**config.mk**
```make
export PLATFORM = sky130hd
export DESIGN_NAME = psaf_front
export DESIGN_NICKNAME = d
export VERILOG_FILES = /design/src/rtl/psaf_pkg.sv /design/src/rtl/psaf_front.sv
export SDC_FILE = /design/constraint.sdc
export NUM_CORES = 1
export LEC_CHECK = 0
export BUFFER_PORTS_ARGS = -buffer_cell sky130_fd_sc_hd__buf_2
export CAP_MARGIN = 20
export CORE_MARGIN = 2
export CORE_UTILIZATION = 53
export DETAILED_ROUTE_END_ITERATION = 6
export HOLD_SLACK_MARGIN = 0.08
export PLACE_DENSITY = 0.81
export SYNTH_ARGS = -nofsm -noshare
export SYNTH_HDL_FRONTEND = slang
export SYNTH_SLANG_ARGS = --single-unit
```
**constraint.sdc**
```tcl
create_clock -name clk -period 7.75 [get_ports clk]
set_input_delay 1.1625 -clock clk [delete_from_list [all_inputs] [get_ports clk]]
set_output_delay 1.1625 -clock clk [all_outputs]
set_load 0.01 [all_outputs]
```
**src/rtl/psaf_pkg.sv**
```systemverilog
// psaf_pkg: shared types and constants of the per-source attack filter
`timescale 1ns / 1ps
package psaf_pkg;

  localparam logic [31:0] LOOPBACK_WORD = 32'h0100_007F;

  localparam int CFG_AW = 3;

  typedef enum logic [CFG_AW-1:0] {
    REG_SYN_WINDOW = 3'd0,
    REG_SYN_THRESH = 3'd1,
    REG_SSH_WINDOW = 3'd2,
    REG_SSH_THRESH = 3'd3,
    REG_SSH_PORT   = 3'd4
  } cfg_reg_t;

  localparam logic [1:0] EV_NONE     = 2'd0;
  localparam logic [1:0] EV_SYN      = 2'd1;
  localparam logic [1:0] EV_SSH      = 2'd2;
  localparam logic [1:0] EV_NEW_CONN = 2'd3;

  typedef struct packed {
    logic [31:0] src_ip;
    logic [31:0] dst_ip;
    logic        is_host_packet;
    logic        is_tcp;
    logic        syn_flag;
    logic        ack_flag;
    logic        rst_flag;
    logic [15:0] dst_port;
    logic [31:0] now_sec;
  } in_t;

  typedef struct packed {
    logic       drop;
    logic [1:0] event_res;
    logic       untracked;
  } out_t;

  // classified request handed from front to back
  typedef struct packed {
    logic [31:0] src;
    logic [31:0] now;
    logic        skip;
    logic        tcp;
    logic        pure_syn;
    logic        ssh_hit;
    logic        new_conn;
  } cls_t;

  typedef struct packed {
    logic        bl;
    logic [31:0] syn_start;
    logic [15:0] syn_cnt;
    logic [31:0] ssh_start;
    logic [15:0] ssh_cnt;
  } ent_t;

  typedef struct packed {
    logic [15:0] syn_win;
    logic [15:0] syn_thr;
    logic [15:0] ssh_win;
    logic [15:0] ssh_thr;
    logic [15:0] guard_port;
  } cfg_t;

  typedef enum logic [1:0] {
    ST_IDLE,
    ST_READ,
    ST_CMP,
    ST_EXEC
  } back_st_t;

endpackage

```
**src/rtl/psaf_front.sv**
```systemverilog
// psaf_front: request intake, classification and two-entry queue
`timescale 1ns / 1ps
module psaf_front (
  input  logic            clk,
  input  logic            rst_n,
  input  logic            in_valid,
  output logic            in_stall,
  input  psaf_pkg::in_t   in_data,
  input  logic [15:0]     guard_port,
  output logic            q_valid,
  output psaf_pkg::cls_t  q_head,
  input  logic            q_pop
);

  psaf_pkg::cls_t q_r [2];
  logic       wp_r, wp_nxt;
  logic       rp_r, rp_nxt;
  logic [1:0] cnt_r, cnt_nxt;
  logic       push;
  psaf_pkg::cls_t cls;

  always_comb begin
    cls.src      = in_data.src_ip;
    cls.now      = in_data.now_sec;
    cls.skip     = (in_data.src_ip == in_data.dst_ip) || !in_data.is_host_packet ||
                   (in_data.src_ip == 32'd0) || (in_data.src_ip == psaf_pkg::LOOPBACK_WORD);
    cls.tcp      = in_data.is_tcp;
    cls.pure_syn = in_data.syn_flag && !in_data.ack_flag && !in_data.rst_flag;
    cls.new_conn = in_data.syn_flag && !in_data.ack_flag;
    cls.ssh_hit  = !(in_data.syn_flag && !in_data.ack_flag) && (in_data.dst_port == guard_port);
  end

  assign in_stall = (cnt_r == 2'd2);
  assign push     = in_valid && !in_stall;
  assign q_valid  = (cnt_r != 2'd0);
  assign q_head   = q_r[rp_r];

  always_comb begin
    wp_nxt  = push ? ~wp_r : wp_r;
    rp_nxt  = q_pop ? ~rp_r : rp_r;
    cnt_nxt = cnt_r + {1'b0, push} - {1'b0, q_pop};
  end

  always_ff @(posedge clk) begin
    if (!rst_n) begin
      wp_r  <= 1'b0;
      rp_r  <= 1'b0;
      cnt_r <= 2'd0;
    end else begin
      wp_r  <= wp_nxt;
      rp_r  <= rp_nxt;
      cnt_r <= cnt_nxt;
    end
  end

  always_ff @(posedge clk) begin
    if (push) begin
      q_r[wp_r] <= cls;
    end
  end

endmodule

```
==> impl_table.tex <==
\begin{tabular}{lr}
\hline
Metric & Value \\
\hline
\multicolumn{2}{l}{\textbf{Power}} \\
Power density of the placed cells & 291 mW/mm\^{}2 \\
Clock power frac & 36.7\% \\
Switching power share of the total & 25.3\% \\
Leakage power total & 3.00 nW \\
Maximum vdd ir drop & 0.256 mV \\
NetSw & 0.000562 W \\
Power share of the sequential group & 46.6\% \\
Combinational share of power & 16.7\% \\
Internal portion of total power & 0.00166 W \\
Total power of the final layout & 0.00222 W \\
\multicolumn{2}{l}{\textbf{Critical path}} \\
Kind of cell with the highest combined delay on the critical path & flip-flops \\
Cells along the critical path & mux2\_2 -> buf\_2 \\
Endpoint arrival time on the critical path & 2100 ps \\
CP required & 6590 ps \\
Highest-delay cell along the critical path & dfxtp\_4 \\
Class of the most critical setup path & flop to primary output \\
Maximum net fanout on the critical path & 69 \\
CP max stage delay & 950 ps \\
Setup crit start kind & flop \\
Critical path buffers and inverters & 1 \\
Crit end category & primary output \\
\multicolumn{2}{l}{\textbf{STA}} \\
Headroom to the max-slew limit & 35.5\% \\
RSZ-0062 raised after global routing & no \\
Setup Skew & 9.35 ps \\
Worst-margin pin slew & 968 ps \\
Number of slew-limit violations in the final report & 0 \\
Final-report setup violation count & 0 \\
Post-route minimum period & 3260 ps \\
Worst-case hold slack & 587 ps \\
Final Hold Viols & 0 \\
Achievable clock frequency & 0.307 GHz \\
Final clock period utilization by the worst path & 42.1\% \\
Setup total negative slack & 0 ps \\
\multicolumn{2}{l}{\textbf{Synth}} \\
Post-synthesis register bit count & 143 \\
Warnings from Yosys & 0 \\
Post-synthesis instance area & 0.00582 mm\^{}2 \\
Main combinational cell family by area after synthesis & multiplexers \\
Proportion of synthesized chip area in sequential cells & 72.9\% \\
Synth Area in Adders & 0.430\% \\
Mapped Nets & 458 \\
Simple logic cell fraction of the synthesized area & 4.34\% \\
Count of distinct cell types in the synthesized netlist & 24 \\
Complex-gate fraction of the synthesized area & 0.279\% \\
Syn\_area\_per\_cell & 18.2 um\^{}2 \\
Cell count after synthesis & 319 \\
XOR/XNOR share of the synthesized area & 7.82\% \\
Post-synthesis mux area share & 13.3\% \\
\multicolumn{2}{l}{\textbf{GRT}} \\
Total global-route track usage & 21.5\% \\
Initial antenna violation count & 1 \\
Number of global-route vias before repair & 3643 \\
GR Overflow Total & 0 \\
Wire length of the first global-routing pass & 18300 um \\
Pin count of the biggest net entering global routing & 70 \\
\multicolumn{2}{l}{\textbf{Worst hold path}} \\
Type of the most critical hold path & flop to flop \\
\multicolumn{2}{l}{\textbf{Clocking}} \\
Buffer type at the clock tree root & clkbuf\_8 \\
Maximum buffer depth of the clock tree & 2 \\
Resize count post-CTS & 0 \\
Clock-pin slew of the registers on the worst-case setup and hold paths & 60 ps \\
Clock tree sinks & 143 \\
H-tree depth & 4 \\
Post-CTS setup repair buffer count & 0 \\
CTS Buf Count & 17 \\
Clk Latency, worst-skew pair & 520 ps \\
Number of buffers inserted for hold repair after clock tree synthesis & 0 \\
CTS tree & done \\
\multicolumn{2}{l}{\textbf{Cells and area}} \\
Antenna fix cells & 0 \\
Layout Nets & 677 \\
Area growth, synth to finish & 30.8\% \\
Post-route design area & 0.00761 mm\^{}2 \\
Share of final-layout standard cells stronger than drive strength 1 & 56.6\% \\
\multicolumn{2}{l}{\textbf{Floorplan}} \\
Width of the chip & 109 um \\
Effective utilization at floorplan & 53.9\% \\
Num ports & 208 \\
Floorplan Core Area & 0.0108 mm\^{}2 \\
Die Footprint & 0.0118 mm\^{}2 \\
Site Rows & 38 \\
Die Y-Extent & 109 um \\
\multicolumn{2}{l}{\textbf{Routing}} \\
Number of violations reported at the end of detailed-routing iteration 0 & 158 \\
First drt pass iteration count & 4 \\
Post-DR vias/cell & 5.15 \\
Total detailed-routing wirelength & 12200 um \\
Via Count & 3556 \\
Antenna-violating nets left & 0 \\
Average wire per standard cell & 17.7 um \\
DRC & 0 \\
\multicolumn{2}{l}{\textbf{Run}} \\
Maximum Capacitance Violations & 0 \\
\multicolumn{2}{l}{\textbf{Placement}} \\
Final weighted congestion of routability-driven global placement & 0.841 \\
Cell area reported after detailed placement & 0.00701 mm\^{}2 \\
Sum of net half-perimeters after detailed placement & 8430 um \\
Number of buffer cells added on primary ports & 207 \\
\multicolumn{2}{l}{\textbf{Run status}} \\
Status & finished clean \\
\hline
\end{tabular}
## cell usage in the layout (no fill, tap or decap), types with 2 or more instances in the layout
master,netlist,final
xor2_1,49,49
xnor2_1,3,3
buf_2,7,207
and2_1,5,5
nor2b_1,2,2
clkinvlp_4,0,2
clkinv_4,0,3
nor4_1,17,17
clkbuf_16,0,16
inv_6,0,4
nand4_1,5,5
inv_1,2,2
mux2_2,69,69
dfxtp_1,5,4
edfxtp_1,138,138
bufinv_16,0,3
nor3_1,2,2
ha_1,2,2
nor2_1,3,2
## layer usage
metal / GRT usage (%) / wire length, um
met2: 35.6 / 6280
met3: 6.99 / 747
met5: 0 / 7
met4: 8.52 / 63
met1: 26.2 / 5150
## logic make-up (layout without fill, tap and decap cells)
kind of cell	after synthesis	count (layout)
flops	143	143
mux	69	69
xor+xnor	52	52
simple gates	41	41
buf+inv	10	242
fa+ha+maj	2	2
compound gates	2	2
## metrics by stage
stage	util (%)	setup WS, ps	instances
2_1_floorplan	-	3120	319
6_report	70.5	4490	691
3_5_place_dp	65.0	5010	659
4_1_cts	70.5	4450	691
5_1_grt	70.5	4380	691
3_3_place_gp	65.0	5000	659
## path summary, 6_finish.rpt
path,slack (ps),from,to,depth (start not counted)
max,4490,flop,q_head[64],2
min,590,rp_r,flop,2
max reg2reg,5830,cnt_r[0],q_r[0][13],4
min reg2reg,590,rp_r,flop,2
## power groups by stage
stage	sequential [W]	clock [W]	combinational (W)
after detailed placement	0.00105	0	0.000374
after global placement	0.00105	0	0.000367
after CTS	0.00104	0.000832	0.000376
after global routing	0.00105	0.000861	0.000402
after floorplan	0.00103	0	0.000221
final	0.00103	0.000814	0.000369
## layout make-up
type	instances	area, um^2
Inverter	2	7.51
Fill cell	727	3180
Clock buffer	18	418
Clock inverter	14	181
Tap cell	140	175
Multi-Input combinational cell	166	1540
Sequential cell	143	4250
Timing Repair Buffer	208	1040
## synthesized netlist by cell type
master     instances  area [um^2]
edfxtp_1         138         4140
mux2_2            69          777
xor2_1            49          429
nor4_1            17          106
buf_2              7         35.0
and2_1             5         31.3
dfxtp_1            5          100
nand4_1            5         31.3
nor2_1             3         11.3
xnor2_1            3         26.3
ha_1               2         25.0
inv_1              2         7.51
nor2b_1            2         12.5
nor3_1             2         10.0
and3_1             1         6.26
and4_1             1         8.76
buf_4              1         7.51
nand2_1            1         3.75
nand2b_1           1         6.26
o2111ai_1          1         8.76
o211ai_1           1         7.51
or2_2              1         6.26
or4_1              1         7.51
or4_4              1         11.3
## registers in the layout, indices dropped and copies added (netlist names), named ones only
signal,count
q_r,138
cnt_r,2
rp_r,1
wp_r,1
## worst reg2reg max path, stage by stage (launching register included)
cell and delay, ps:
dfxtp_1 340, nand2b_1 170, nand2_1 160, nor2_4 110, buf_4 710
Power figures use the tool's default switching activity.
